## src/hw/rtl/dcde_pkg.sv

```systemverilog
package dcde_pkg;

  // Field widths fixed by the interface
  localparam int SampleWidth   = 10;
  localparam int CodeWidth     = 18;
  localparam int LengthWidth   = 5;
  localparam int CategoryWidth = 4;
  localparam int PrefixWidth   = 8;
  localparam int PrefixCount   = 11;

  // Default sample precision
  localparam int SampleBitsDefault = 10;

  typedef struct packed {
    logic signed [SampleWidth-1:0] sample;
    logic                          block_start;
  } in_t;

  typedef struct packed {
    logic [CodeWidth-1:0]     code_word;
    logic [LengthWidth-1:0]   code_length;
    logic [CategoryWidth-1:0] category;
  } out_t;

  // Prefix code bits, indexed by category
  function automatic logic [PrefixWidth-1:0] prefix_code(input logic [CategoryWidth-1:0] cat);
    logic [PrefixWidth-1:0] code;
    case (cat)
      4'd0:    code = 8'd2;
      4'd1:    code = 8'd3;
      4'd2:    code = 8'd4;
      4'd3:    code = 8'd0;
      4'd4:    code = 8'd5;
      4'd5:    code = 8'd6;
      4'd6:    code = 8'd14;
      4'd7:    code = 8'd30;
      4'd8:    code = 8'd62;
      4'd9:    code = 8'd126;
      4'd10:   code = 8'd254;
      default: code = 8'd0;
    endcase
    return code;
  endfunction

  // Prefix length in bits, indexed by category
  function automatic logic [LengthWidth-1:0] prefix_size(input logic [CategoryWidth-1:0] cat);
    logic [LengthWidth-1:0] size;
    case (cat)
      4'd0:    size = 5'd3;
      4'd1:    size = 5'd3;
      4'd2:    size = 5'd3;
      4'd3:    size = 5'd2;
      4'd4:    size = 5'd3;
      4'd5:    size = 5'd3;
      4'd6:    size = 5'd4;
      4'd7:    size = 5'd5;
      4'd8:    size = 5'd6;
      4'd9:    size = 5'd7;
      4'd10:   size = 5'd8;
      default: size = 5'd0;
    endcase
    return size;
  endfunction

endpackage

```

## src/hw/rtl/dcde_encode.sv

```systemverilog
module dcde_encode #(
  parameter int SAMPLE_BITS = dcde_pkg::SampleBitsDefault
) (
  input  logic signed [SAMPLE_BITS-1:0] sample,
  input  logic signed [SAMPLE_BITS-1:0] pred,
  output dcde_pkg::out_t                result
);

  logic signed [SAMPLE_BITS:0]            diff;
  logic                                   neg;
  logic [SAMPLE_BITS:0]                   mag_full;
  logic [SAMPLE_BITS-1:0]                 mag;
  logic [dcde_pkg::CategoryWidth-1:0]     cat;
  logic [SAMPLE_BITS-1:0]                 cat_mask;
  logic [SAMPLE_BITS-1:0]                 value_bits;
  logic [dcde_pkg::CodeWidth-1:0]         prefix_word;

  // Difference with one guard bit; magnitude fits in SAMPLE_BITS
  assign diff     = {sample[SAMPLE_BITS-1], sample} - {pred[SAMPLE_BITS-1], pred};
  assign neg      = diff[SAMPLE_BITS];
  assign mag_full = neg ? (~diff + 1'b1) : diff;
  assign mag      = mag_full[SAMPLE_BITS-1:0];

  // Category: position of the highest set magnitude bit, plus one
  always_comb begin
    cat = '0;
    for (int i = 0; i < SAMPLE_BITS; i++) begin
      if (mag[i]) begin
        cat = dcde_pkg::CategoryWidth'(i + 1);
      end
    end
  end

  // Low category bits of the magnitude, inverted for a negative difference
  always_comb begin
    for (int i = 0; i < SAMPLE_BITS; i++) begin
      cat_mask[i] = (i < int'(cat));
    end
  end

  assign value_bits = (neg ? ~mag : mag) & cat_mask;

  // Prefix above value bits
  assign prefix_word = dcde_pkg::CodeWidth'(dcde_pkg::prefix_code(cat)) << cat;

  assign result.code_word   = prefix_word | dcde_pkg::CodeWidth'(value_bits);
  assign result.code_length = dcde_pkg::prefix_size(cat)
                              + dcde_pkg::LengthWidth'(cat);
  assign result.category    = cat;

endmodule

```

## src/hw/rtl/dc_difference_category_encoder.sv

```systemverilog
// Registered path: an accepted sample goes through the input register, then the result register.
// Throughput: one sample per cycle while out_ready is high; stage 1 fills even if stage 2 stalls.
// Reset (rst, synchronous, active high): both stages empty, predictor cleared to zero.
// The predictor follows every accepted sample; block_start forces a zero predictor.
module dc_difference_category_encoder #(
  parameter int SAMPLE_BITS = dcde_pkg::SampleBitsDefault
) (
  input  logic           clk,
  input  logic           rst,
  input  logic           in_valid,
  output logic           in_ready,
  input  dcde_pkg::in_t  in_data,
  output logic           out_valid,
  input  logic           out_ready,
  output dcde_pkg::out_t out_data
);

  logic                          s1_valid;
  logic signed [SAMPLE_BITS-1:0] s1_sample;
  logic signed [SAMPLE_BITS-1:0] s1_pred;
  logic signed [SAMPLE_BITS-1:0] previous_sample;
  logic signed [SAMPLE_BITS-1:0] in_sample;
  logic                          s2_advance;
  logic                          in_transfer;
  dcde_pkg::out_t                result;

  // Pipeline control
  assign s2_advance  = !out_valid || out_ready;
  assign in_ready    = !s1_valid || s2_advance;
  assign in_transfer = in_valid && in_ready;
  assign in_sample   = in_data.sample[SAMPLE_BITS-1:0];

  // Input stage and predictor
  always_ff @(posedge clk) begin
    if (rst) begin
      s1_valid        <= 1'b0;
      previous_sample <= '0;
    end else begin
      if (in_ready) begin
        s1_valid <= in_valid;
      end
      if (in_transfer) begin
        previous_sample <= in_sample;
      end
    end
  end

  always_ff @(posedge clk) begin
    if (in_transfer) begin
      s1_sample <= in_sample;
      s1_pred   <= in_data.block_start ? '0 : previous_sample;
    end
  end

  dcde_encode #(
    .SAMPLE_BITS(SAMPLE_BITS)
  ) u_encode (
    .sample(s1_sample),
    .pred  (s1_pred),
    .result(result)
  );

  // Result stage
  always_ff @(posedge clk) begin
    if (rst) begin
      out_valid <= 1'b0;
    end else if (s2_advance) begin
      out_valid <= s1_valid;
    end
  end

  always_ff @(posedge clk) begin
    if (s2_advance && s1_valid) begin
      out_data <= result;
    end
  end

endmodule
```

## config.mk

```make
export PLATFORM = sky130hd
export DESIGN_NAME = dc_difference_category_encoder
export DESIGN_NICKNAME = d
export VERILOG_FILES = /design/src/hw/rtl/dcde_pkg.sv /design/src/hw/rtl/dcde_encode.sv /design/src/hw/rtl/dc_difference_category_encoder.sv
export SDC_FILE = /design/constraint.sdc
export NUM_CORES = 1
export LEC_CHECK = 0
export ABC_AREA = 1
export BUFFER_PORTS_ARGS = -buffer_cell sky130_fd_sc_hd__buf_2
export CORE_UTILIZATION = 59
export CTS_CLUSTER_DIAMETER = 100
export DETAILED_ROUTE_END_ITERATION = 8
export GPL_ROUTABILITY_DRIVEN = 0
export HOLD_SLACK_MARGIN = 0.06
export PLACE_DENSITY = 0.86
export SETUP_SLACK_MARGIN = 0.02
export SLEW_MARGIN = 25
export SYNTH_ARGS = -nofsm -noshare
export SYNTH_HDL_FRONTEND = slang
export SYNTH_SLANG_ARGS = --single-unit
```

## constraint.sdc

```tcl
create_clock -name clk -period 4.5 [get_ports clk]
set_input_delay 0.9 -clock clk [delete_from_list [all_inputs] [get_ports clk]]
set_output_delay 0.9 -clock clk [all_outputs]
set_load 0.005 [all_outputs]
```

== After elaboration in Yosys (flattened, before gate mapping) ==
Memories as Yosys holds them, arrays and structs flattened.
Cells that the tools add are included.

* Shift operators: 1
* Mux-type cells: 12
* Add/sub/neg operators: 3
* Order comparisons: 10
* Reductions and logical operators: 6
* Bitwise operators: 4

{| class="wikitable"
|+ Operators by type and width
! kind !! number
|-
| 2-to-1 mux 10 bit || 2
|-
| NOT 10 bit || 2
|-
| OR 18 x 10 -> 18 bit || 1
|-
| << shifter 8 x 4 -> 18 bit || 1
|-
| < comparator 3 x 4 -> 1 bit (first input constant) || 4
|-
| 2-to-1 mux 3 bit || 4
|-
| 2-to-1 mux 4 bit || 3
|-
| subtractor 10 x 10 -> 11 bit || 1
|-
| adder 10 x 1 -> 10 bit (second input constant) || 1
|-
| bitwise AND 10 bit || 1
|-
| < comparator 1 x 4 -> 1 bit (first input constant) || 2
|-
| < comparator 2 x 4 -> 1 bit (first input constant) || 2
|-
| < comparator 4 bit (first input constant) || 2
|-
| adder 5 x 4 -> 5 bit || 1
|-
| 2-to-1 mux 2 bit || 2
|-
| logical AND 1 bit || 2
|-
| logical NOT 1 bit || 2
|-
| logical OR 1 bit || 2
|-
| 2-to-1 mux 1 bit || 1
|}

* Memories kept: 2
* Word-level logic and storage cells: 46
* Register bits after elaboration: 59
* Memory bits (read-only): 192

{| class="wikitable"
|+ Memories
! name !! words !! bits a word !! read ports !! clocked after Yosys merged registers in !! wr ports !! RTL line !! RTL
|-
| (name not given) || 16 || 8 || 1 || 0 || 0 || dcde_pkg.sv:28 || <nowiki>case (cat)</nowiki>
|-
| (name not given) || 16 || 4 || 1 || 0 || 0 || dcde_pkg.sv:48 || <nowiki>case (cat)</nowiki>
|}

== Depth between registers and ports, before layout ==
Gate-level depths: netlist of the first run.

* Depth in word-level cells: 17
* Mapped depth: 31
* Mapped depth without buffers: 30

== By module ==
A second synthesis of the first run with hierarchy kept.

* Cells, all modules: 530
* Area, all modules: 4252.8 um2

{| class="wikitable"
|+ By module, submodules not included
! module !! area each (um2) !! cells each !! times used
|-
| dcde_encode || 2187.1 || 386 || 1
|-
| dc_difference_category_encoder || 2065.7 || 144 || 1
|}

== Worst setup path before layout of the first run ==
No wires, ideal clock.

* Path kind: reg-to-reg
* Start: reg s1_pred[0]
* End: reg out_data[5] in the netlist's numbering, data pin
* Stages on the path, launching flop included: 25
* Library setup time: 0.269 ns
* Period minus slack after synthesis: 3.957 ns
* Slack: 0.543 ns
* Data arrival time: 3.688 ns
* Buffers on the path: 0
* Cell sequence: edfxtp_1 ha_1 inv_1 fa_1 inv_1 ha_1 inv_1 nor2_1 nand3_1 nor2_1 nand3_1 nand2_1 nand2_1 nand2_2 nand2_1 inv_1 nand2_4 a21oi_4 inv_4 ha_1 inv_1 o22ai_1 a21oi_1 ha_1 fa_1

{| class="wikitable"
|+ RTL lines
! what !! RTL line !! RTL
|-
| from (decl) || dc_difference_category_encoder.sv:20 || <nowiki>logic signed [SAMPLE_BITS-1:0] s1_pred;</nowiki>
|-
| from (signal assigned) || dc_difference_category_encoder.sv:51 || <nowiki>s1_pred <= in_data.block_start ? '0 : previous_sample;</nowiki>
|-
| to (signal assigned) || dc_difference_category_encoder.sv:74 || <nowiki>out_data <= result;</nowiki>
|-
| to (decl) || dc_difference_category_encoder.sv:15 || <nowiki>output dcde_pkg::out_t out_data</nowiki>
|}

==> impl_metrics.env, run 1 <==
export IMPL_antenna_found_initial=0
export IMPL_synthCells=471
export IMPL_chipHeight_um=83.2
export IMPL_reg2reg_slack_ns=0.30
export IMPL_dieWidth_um=83.2
export IMPL_final_cell_mix="nand2_1, inv_1, nand3_1"
export IMPL_placeableCoreArea_sq_um=6350
export IMPL_start_util_pct=61.3
export IMPL_leakage_nw=2.13
export IMPL_portBuffers=43
export IMPL_fin_crit_ns=4.20
export IMPL_tightest_slew_ns=0.732
export IMPL_area_growth_pct=15.5
export IMPL_path_clk_slew_ns=0.07
export IMPL_wl_per_cell_um=14.4
export IMPL_cap_violations=0
export IMPL_start_kind="flip-flop"
export IMPL_post_route_period_util_pct=93.3
export IMPL_die_area_sq_um=6920
export IMPL_yosysWarningCount=0
export IMPL_max_freq_mhz=238
export IMPL_worstPathArrival_ns=4.29
export IMPL_drt_pre_antenna_iters=6
export IMPL_synth_area_per_cell_sq_um=8.26
export IMPL_cts_htree_levels=3
export IMPL_yosysSeqAreaShare_pct=42.5
export IMPL_critPathMaxStageDelay_ns=0.44
export IMPL_vias=3516
export IMPL_powerDensity_nw_per_um2=497
export IMPL_status="finished, final reports clean"
export IMPL_cts_root_buffer="clkbuf_8"
export IMPL_endpoint_kind="flip-flop"
export IMPL_drv_slew=0
export IMPL_ir_worst_vdd_mv=0.331
export IMPL_insertedDiodeCount=0
export IMPL_grt_usage_pct=26.2
export IMPL_clock_sinks=59
export IMPL_wirelength_um=8840
export IMPL_grt_pass1_wl_um=14500
export IMPL_drt_iter0_drc=344
export IMPL_viasPerCell=5.74
export IMPL_synthesis_nets=508
export IMPL_cts_buffers=9
export IMPL_path_cells="ha_1, inv_2, fa_1, inv_1, ha_1, inv_1, nor2_1, nand3_1, nor2_2, nand3_1, nand2_1, nand2_1, nand2_2, nand2_1, inv_1, nand2_4, a21oi_4, inv_6, ha_1, inv_1, o22ai_1, a21oi_1, ha_1, fa_2"
export IMPL_overflow=0
export IMPL_clock_path_buffers=2
export IMPL_hp_class="reg2reg"
export IMPL_fin_worst_skew_ns=0.00899
export IMPL_nFillCells=451
export IMPL_drive_gt1_share_pct=22.2
export IMPL_grt_pass1_vias=3321
export IMPL_ys_ff_latch=59
export IMPL_nets=568
export IMPL_rows=29
export IMPL_layout_commonest_cell="nand2_1"
export IMPL_rsz0062_at_grt="true"
export IMPL_layout_area_seq_sq_um=1650
export IMPL_final_hold_viol_count=0
export IMPL_cp_slowest_cell="fa_2"
export IMPL_slew_headroom_pct=51.1
export IMPL_syn_area_sq_um=3890
export IMPL_drc=0
export IMPL_cp_required_ns=4.59
export IMPL_power_w=0.00223
export IMPL_setup_violations=0
export IMPL_critPathMaxFanout=14
export IMPL_cts_tree="done"
export IMPL_pin_count=44
export IMPL_drtAntennaViolNets=0
export IMPL_multi_input_area_sq_um=1920
export IMPL_finalSetupTns_ns=0
export IMPL_path_class="reg2reg"
export IMPL_hpwlAfterDp_um=5970
export IMPL_insertion_delay_ns=0.34
export IMPL_grt_start_max_net_pins=28
export IMPL_ys_types=37
sequential cells by signal, indices dropped and copies added, names as in the netlist:
name,count
out_valid,1
s1_valid,1
s1_sample,10
previous_sample,10
out_data,27
s1_pred,10
synth_stat cells, drive strengths merged:
master,instances,share of area [%]
nand2,137,16
inv,72,7.1
nand3,69,10
edfxtp,47,36
nor2,41,4.6
ha,20,6.4
a21oi,15,2.8
o21ai,13,1.7
dfxtp,12,6.2
a211oi,10,1.9
nand4,6,0.97
o211ai,5,0.97
xor2,5,1.1
clkbuf,4,0.39
buf,3,0.87
a31oi,2,0.32
fa,2,1.0
nor3,2,0.26
clkinv,1,0.096
nand3b,1,0.19
o2111ai,1,0.23
o21bai,1,0.19
o22ai,1,0.16
or2,1,0.23
through the flow:
stage	util [%]	instances	hold slack (ns)	worst slack [ns]	instance area [sq um]
after floorplan	-	471	0.438	0.543	3890
after global placement	65.7	586	0.451	0.352	4170
after detailed placement	65.7	586	0.452	0.172	4170
after CTS	69.4	602	0.466	0.159	4400
after global routing	70.8	613	0.494	0.0105	4490
final	70.8	613	0.466	0.300	4490
critical path, delay by kind of cell, from the launching register on:
| family | cells | cell delay [ns] |
|---|---|---|
| AO/OA/AOI/OAI | 3 | 0.48 |
| adder cells (fa/ha/maj) | 6 | 1.70 |
| buffers and inverters | 6 | 0.55 |
| flip-flops | 1 | 0.36 |
| AND/OR/NAND/NOR | 9 | 0.86 |
power breakdown:
group,switching (W),internal (W),total (W),leakage (nW)
clock,0.000209,0.000366,0.000575,0.111
combinational,0.000622,0.000325,0.000947,1.46
sequential,0.0000141,0.000695,0.000709,0.552
total,0.000845,0.00139,0.00223,2.13
final timing paths:
path | from | to | cells past startpoint
worst max-delay path | s1_pred[0] | out_data[5] | 24
worst min-delay path | previous_sample[0] | previous_sample[0] | 2
worst max register to register | s1_pred[0] | out_data[5] | 24
worst min register to register | previous_sample[0] | previous_sample[0] | 2
routing by layer:
metal / track usage, % / wire (um)
met5: 0 / 0
met4: 16.8 / 262
met3: 6.16 / 630
met2: 42.8 / 4370
met1: 30.8 / 3580
final cells by class:
class / instances / share of cell area [%]
clock inverter: 5 / 2.26
multi-input combinational: 332 / 42.7
sequential: 59 / 36.7
timing repair buffer: 56 / 6.96
clock buffer: 11 / 2.92
inverter: 73 / 6.26
tap: 77 / 2.14
cell families (layout without fill, tap and decap cells):
| logic type | count (synthesis) | in the layout | share of synthesized area [%] |
|---|---|---|---|
| compound gates | 48 | 48 | 8.27 |
| xor+xnor | 5 | 5 | 1.13 |
| fa+ha+maj | 22 | 22 | 7.46 |
| buf+inv | 80 | 145 | 8.43 |
| flops | 59 | 59 | 42.5 |
| simple gates | 257 | 257 | 32.3 |
timing repair:
| action | in CTS | in global routing |
|---|---|---|
| resized for setup | 0 | 4 |
| setup endpoints to repair | 0 | 13 |
| buffers inserted | 0 | 11 |
| hold buffers | 0 | 0 |
Power figures use the tool's default switching activity.
==> run 2, diff against run 1 <==
==> constraint.sdc (replaced) <==
create_clock -name clk -period 4.2 [get_ports clk]
set_input_delay 0.42 -clock clk [delete_from_list [all_inputs] [get_ports clk]]
set_output_delay 0.42 -clock clk [all_outputs]
set_load 0.02 [all_outputs]
==> run 2 against run 1 <==
Effect of this change:
- sequential share of layout area down 0.47 points
- via count hardly changed
- critical endpoint is now out_data[8]
- cell area grew 1.3%
==> impl_metrics.env, run 2 (synthesized netlist as in run 1, its figures left out) <==
export IMPL_status="finished, final reports clean"
export IMPL_clock_path_buffers=2
export IMPL_grt_usage_pct=24.5
export IMPL_final_hold_viol_count=0
export IMPL_post_route_period_util_pct=97.2
export IMPL_path_class="reg2reg"
export IMPL_final_cell_mix="nand2_1, inv_1, nand3_1"
export IMPL_path_clk_slew_ns=0.07
export IMPL_largest_register_ffs=27
export IMPL_area_growth_pct=17.0
export IMPL_top_register="out_data"
export IMPL_cts_htree_levels=3
export IMPL_grt_busiest_layer="met2"
export IMPL_slew_headroom_pct=51.8
export IMPL_reg2reg_depth=26
export IMPL_ir_worst_vdd_mv=0.424
export IMPL_drt_iter0_drc=420
export IMPL_internal_power_w=0.00153
export IMPL_hp_class="in2reg"
export IMPL_dieWidth_um=83.2
export IMPL_nFillCells=433
export IMPL_insertedDiodeCount=0
export IMPL_die_area_sq_um=6920
export IMPL_grt_pass1_vias=3143
export IMPL_powerDensity_nw_per_um2=551
export IMPL_leakage_nw=2.14
export IMPL_rows=29
export IMPL_grt_start_max_net_pins=28
export IMPL_place_ws_ns=-0.0108
export IMPL_gr_usage_met2_pct=39.4
export IMPL_finalSetupTns_ns=0
export IMPL_drc=0
export IMPL_layout_commonest_cell="nand2_1"
export IMPL_start_kind="flip-flop"
export IMPL_overflow=0
export IMPL_vias=3515
export IMPL_cts_root_buffer="clkbuf_8"
export IMPL_power_switching_w=0.000979
export IMPL_critPathMaxStageDelay_ns=0.45
export IMPL_fin_worst_skew_ns=0.00983
export IMPL_drv_slew=0
export IMPL_p_clk_share_pct=25.4
export IMPL_drtAntennaViolNets=0
export IMPL_gr_usage_met3_pct=5.47
export IMPL_combPwrFrac_pct=44.3
export IMPL_endpoint_kind="flip-flop"
export IMPL_cts_tree="done"
export IMPL_fin_crit_ns=4.08
export IMPL_max_freq_mhz=245
export IMPL_tightest_slew_ns=0.722
export IMPL_chipHeight_um=83.2
export IMPL_viasPerCell=5.72
export IMPL_wl_per_cell_um=14.2
export IMPL_placeableCoreArea_sq_um=6350
export IMPL_pin_count=44
export IMPL_cp_top_family="adder cells"
export IMPL_drt_pre_antenna_iters=5
export IMPL_clock_sinks=59
export IMPL_layout_area_seq_sq_um=1650
export IMPL_hpwlAfterDp_um=6090
export IMPL_worstPathArrival_ns=4.18
export IMPL_critPathMaxFanout=14
export IMPL_cts_hold_buffers=0
export IMPL_path_buf_inv=3
export IMPL_cp_slowest_cell="fa_1"
export IMPL_portBuffers=43
export IMPL_setup_violations=0
export IMPL_drive_gt1_share_pct=24.2
export IMPL_placedCellCount=589
export IMPL_antenna_found_initial=0
export IMPL_hold_depth=1
export IMPL_insertion_delay_ns=0.35
export IMPL_cts_buffers=9
export IMPL_rsz0062_at_grt="true"
export IMPL_final_core_util_pct=71.7
export IMPL_holdWs_ns=0.264
export IMPL_start_util_pct=61.3
export IMPL_nets=570
export IMPL_wirelength_um=8760
export IMPL_cp_required_ns=4.29
export IMPL_cap_violations=0
export IMPL_crit_top_cell="nand2_1"
export IMPL_grt_pass1_wl_um=13500
export IMPL_switching_share_pct=39.1
export IMPL_layout_setup_ws_ns=0.116
export IMPL_final_cell_count_no_fill=615
export IMPL_grt_met1_usage_pct=30.5
export IMPL_multi_input_area_sq_um=1950
export IMPL_seq_power_share_pct=30.3
export IMPL_crit_cells=26
-- run 2: layout make-up --
class | instances | share of cell area, %
Timing Repair Buffer | 58 | 7.20
Clock buffer | 12 | 3.19
Sequential cell | 59 | 36.3
Inverter | 73 | 6.21
Multi-Input combinational cell | 332 | 42.9
Clock inverter | 4 | 2.14
Tap cell | 77 | 2.12
-- run 2: metrics by stage --
stage	area, sq um	power [W]
after global routing	4550	0.00264
final	4550	0.00251
after floorplan	3890	0.00154
after CTS	4450	0.00241
after detailed placement	4190	0.00176
after global placement	4190	0.00172
-- run 2: power by group through the flow --
| stage | sequential [W] | combinational (W) | clock (W) |
|---|---|---|---|
| floorplan | 0.000834 | 0.000705 | 0 |
| global placement | 0.000770 | 0.000954 | 0 |
| detailed placement | 0.000772 | 0.000991 | 0 |
| CTS | 0.000760 | 0.00101 | 0.000640 |
| global route | 0.000765 | 0.00121 | 0.000666 |
| finish | 0.000760 | 0.00111 | 0.000637 |
-- run 2: repair_timing --
action / 4_1_cts / 5_1_grt
endpoints found under the setup margin: 2 / 15
setup buffers: 2 / 8
pin swaps: 1 / 6
resized for setup: 0 / 13
-- run 2: final timing paths --
path	endpoint	slack (ns)	startpoint
setup / recovery	out_data[8]	0.12	s1_sample[0]
hold / removal	s1_sample[3]	0.26	in_data[4]
setup reg to reg	out_data[8]	0.12	s1_sample[0]
hold reg to reg	previous_sample[8]	0.47	previous_sample[8]
-- run 2: layer usage --
metal  wire, um  part of all wire [%]
met3        702                   8.0
met2       4150                    47
met5          0                     0
met4        262                   3.0
met1       3650                    42
==> run 3, diff against run 2 <==
- ABC_AREA: 1 -> 0
- CORE_UTILIZATION: 59 -> 60
- PLACE_DENSITY: 0.86 -> 0.87
- clock period: 4.2 -> 4.85 ns (I/O delays scaled with it)
==> run 3 against run 2 <==
Effect of this change:
- critical path depth fell by 6
- final cell count fell by 12%
- setup slack got worse by 0.077 ns
- sequential cell count did not move
- power fell by 11%
- fmax fell by 15%
- combinational power fell by 5%
- critical endpoint unchanged
- largest cell class unchanged
==> impl_metrics.env, run 3 <==
export IMPL_clock_path_buffers=2
export IMPL_cp_required_ns=4.92
export IMPL_slew_headroom_pct=36.9
export IMPL_antenna_found_initial=0
export IMPL_cts_htree_levels=3
export IMPL_die_area_sq_um=6940
export IMPL_synth_area_leader_cell="edfxtp_1"
export IMPL_vias=3562
export IMPL_drtAntennaViolNets=0
export IMPL_layout_commonest_cell="nand2_1"
export IMPL_synthCells=400
export IMPL_p_clk_share_pct=23.0
export IMPL_path_cells="inv_1, ha_1, inv_1, fa_2, a21o_1, a21oi_2, xor2_4, o311a_1, a31oi_1, a311o_1, o211ai_1, and2_2, ha_1, nand2_1, nand2_1, a21oi_1, ha_1, fa_1, a211oi_2, nor2_1"
export IMPL_reg2reg_depth=20
export IMPL_worstPathArrival_ns=4.89
export IMPL_switching_share_pct=39.8
export IMPL_cts_hold_buffers=0
export IMPL_cp_top_family="compound AO/OA/AOI/OAI gates"
export IMPL_fin_worst_skew_ns=0.0188
export IMPL_nets=495
export IMPL_final_area_sq_um=4690
export IMPL_synth_area_per_cell_sq_um=9.92
export IMPL_seq_power_share_pct=29.5
export IMPL_insertedDiodeCount=0
export IMPL_power_switching_w=0.000885
export IMPL_cts_buffers=9
export IMPL_placeableCoreArea_sq_um=6350
export IMPL_wirelength_um=10200
export IMPL_grt_pass1_wl_um=14900
export IMPL_hp_class="in2reg"
export IMPL_status="finished, final reports clean"
export IMPL_place_area_sq_um=4280
export IMPL_combPwrFrac_pct=47.5
export IMPL_post_synth_top_count_cell="nand2_1"
export IMPL_setup_violations=0
export IMPL_final_cell_mix="nand2_1, edfxtp_1, buf_2"
export IMPL_clock_sinks=59
export IMPL_crit_top_cell="ha_1"
export IMPL_path_clk_slew_ns=0.08
export IMPL_synth_top_area_share_pct=35.6
export IMPL_drc=0
export IMPL_path_class="reg2reg"
export IMPL_final_hold_viol_count=0
export IMPL_wl_per_cell_um=18.9
export IMPL_largest_register_ffs=27
export IMPL_viasPerCell=6.60
export IMPL_drive_gt1_share_pct=26.6
export IMPL_yosys_top_cells_count="nand2_1, edfxtp_1, a21oi_1"
export IMPL_tightest_slew_ns=0.945
export IMPL_grt_start_max_net_pins=31
export IMPL_synth_flop_cell="edfxtp_1"
export IMPL_fin_crit_ns=4.81
export IMPL_internal_power_w=0.00134
export IMPL_hold_depth=1
export IMPL_rows=29
export IMPL_syn_area_sq_um=3970
export IMPL_top_register="out_data"
export IMPL_crit_cells=20
export IMPL_grt_usage_pct=27.1
export IMPL_ys_types=83
export IMPL_powerDensity_nw_per_um2=475
export IMPL_cts_root_buffer="clkbuf_8"
export IMPL_dieWidth_um=83.3
export IMPL_pin_count=44
export IMPL_path_buf_inv=2
export IMPL_cap_violations=0
export IMPL_start_kind="flip-flop"
export IMPL_cp_slowest_cell="a311o_1"
export IMPL_drt_iter0_drc=583
export IMPL_nFillCells=411
export IMPL_max_freq_mhz=208
export IMPL_area_growth_pct=18.1
export IMPL_ir_worst_vdd_mv=0.436
export IMPL_finalSetupTns_ns=0
export IMPL_leakage_nw=1.81
export IMPL_insertion_delay_ns=0.35
export IMPL_power_w=0.00223
export IMPL_critPathMaxStageDelay_ns=0.45
export IMPL_drv_slew=0
export IMPL_ys_ff_latch=59
export IMPL_start_util_pct=62.5
export IMPL_portBuffers=43
export IMPL_grt_pass1_vias=3222
export IMPL_yosysWarningCount=0
export IMPL_synthArstFlopShare_pct=0
export IMPL_endpoint_kind="flip-flop"
export IMPL_critPathMaxFanout=8
export IMPL_layout_setup_ws_ns=0.0390
export IMPL_place_ws_ns=0.0540
export IMPL_rsz0062_at_grt="true"
export IMPL_yosysSeqAreaShare_pct=41.6
export IMPL_chipHeight_um=83.3
export IMPL_synthesis_nets=437
export IMPL_synth_area_leaders="edfxtp_1, ha_1, dfxtp_1"
export IMPL_overflow=0
export IMPL_post_route_period_util_pct=99.2
export IMPL_hpwlAfterDp_um=6460
export IMPL_cts_tree="done"
export IMPL_drt_pre_antenna_iters=6
export IMPL_synth_edff_count=47
## run 3: repair_timing
| action | CTS | global route |
|---|---|---|
| setup buffers | 0 | 8 |
| endpoints found under the setup margin | 0 | 14 |
| resized for setup | 0 | 21 |
## run 3: cell families after synthesis
kind of cell,count (synthesis),synth area share (%)
simple gates,143,18.3
compound gates,114,22.1
flops,59,41.6
buf+inv,37,4.38
fa+ha+maj,22,7.32
xor+xnor,19,4.57
mux,6,1.64
## run 3: area by class of cell
| type | count | area (sq um) | area share (%) |
|---|---|---|---|
| flip-flops and latches | 59 | 1650 | 35.2 |
| clock buffers | 11 | 141 | 3.02 |
| multi-input cells | 305 | 2270 | 48.5 |
| well taps | 77 | 96.3 | 2.06 |
| clock inverters | 5 | 77.6 | 1.66 |
| inverters | 19 | 73.8 | 1.58 |
| repair buffers | 64 | 373 | 7.96 |
## run 3: stage by stage
| stage | cells | util (%) | hold WS (ns) |
|---|---|---|---|
| after global routing | 540 | 73.8 | 0.321 |
| final | 540 | 73.8 | 0.319 |
| after global placement | 515 | 67.4 | 0.437 |
| after CTS | 531 | 70.9 | 0.316 |
| after detailed placement | 515 | 67.5 | 0.445 |
| after floorplan | 400 | - | 0.426 |
## run 3: worst paths after layout
kind | end | from | slack (ns)
min | s1_sample[6] | in_data[7] | 0.32
max reg2reg | out_data[8] | s1_sample[0] | 0.04
max | out_data[8] | s1_sample[0] | 0.04
min reg2reg | previous_sample[1] | previous_sample[1] | 0.46
## run 3: routing by layer
layer,global-route usage (%),wire length [um],vias up,share of wire (%)
met5,0,0,-,0
met4,15.5,536,0,5.3
met3,6.16,986,64,9.7
met2,45.2,4870,249,48
met1,32.2,3810,1625,37
li1,-,-,1624,-
## run 3: power by group through the flow
stage / Sequential [W] / Clock [W] / Combinational [W]
finish: 0.000657 / 0.000512 / 0.00106
global route: 0.000663 / 0.000531 / 0.00112
CTS: 0.000657 / 0.000510 / 0.000903
detailed placement: 0.000668 / 0 / 0.000894
global placement: 0.000666 / 0 / 0.000870
floorplan: 0.000722 / 0 / 0.000629
## run 3: worst reg2reg max path, stage by stage, from the launching register on
cell and delay, ns:
edfxtp_1 0.37, inv_1 0.07, ha_1 0.16, inv_1 0.06
fa_2 0.39, a21o_1 0.22, a21oi_2 0.31, xor2_4 0.30
o311a_1 0.23, a31oi_1 0.11, a311o_1 0.46, o211ai_1 0.16
and2_2 0.30, ha_1 0.20, nand2_1 0.06, nand2_1 0.11
a21oi_1 0.09, ha_1 0.25, fa_1 0.42, a211oi_2 0.24
nor2_1 0.07
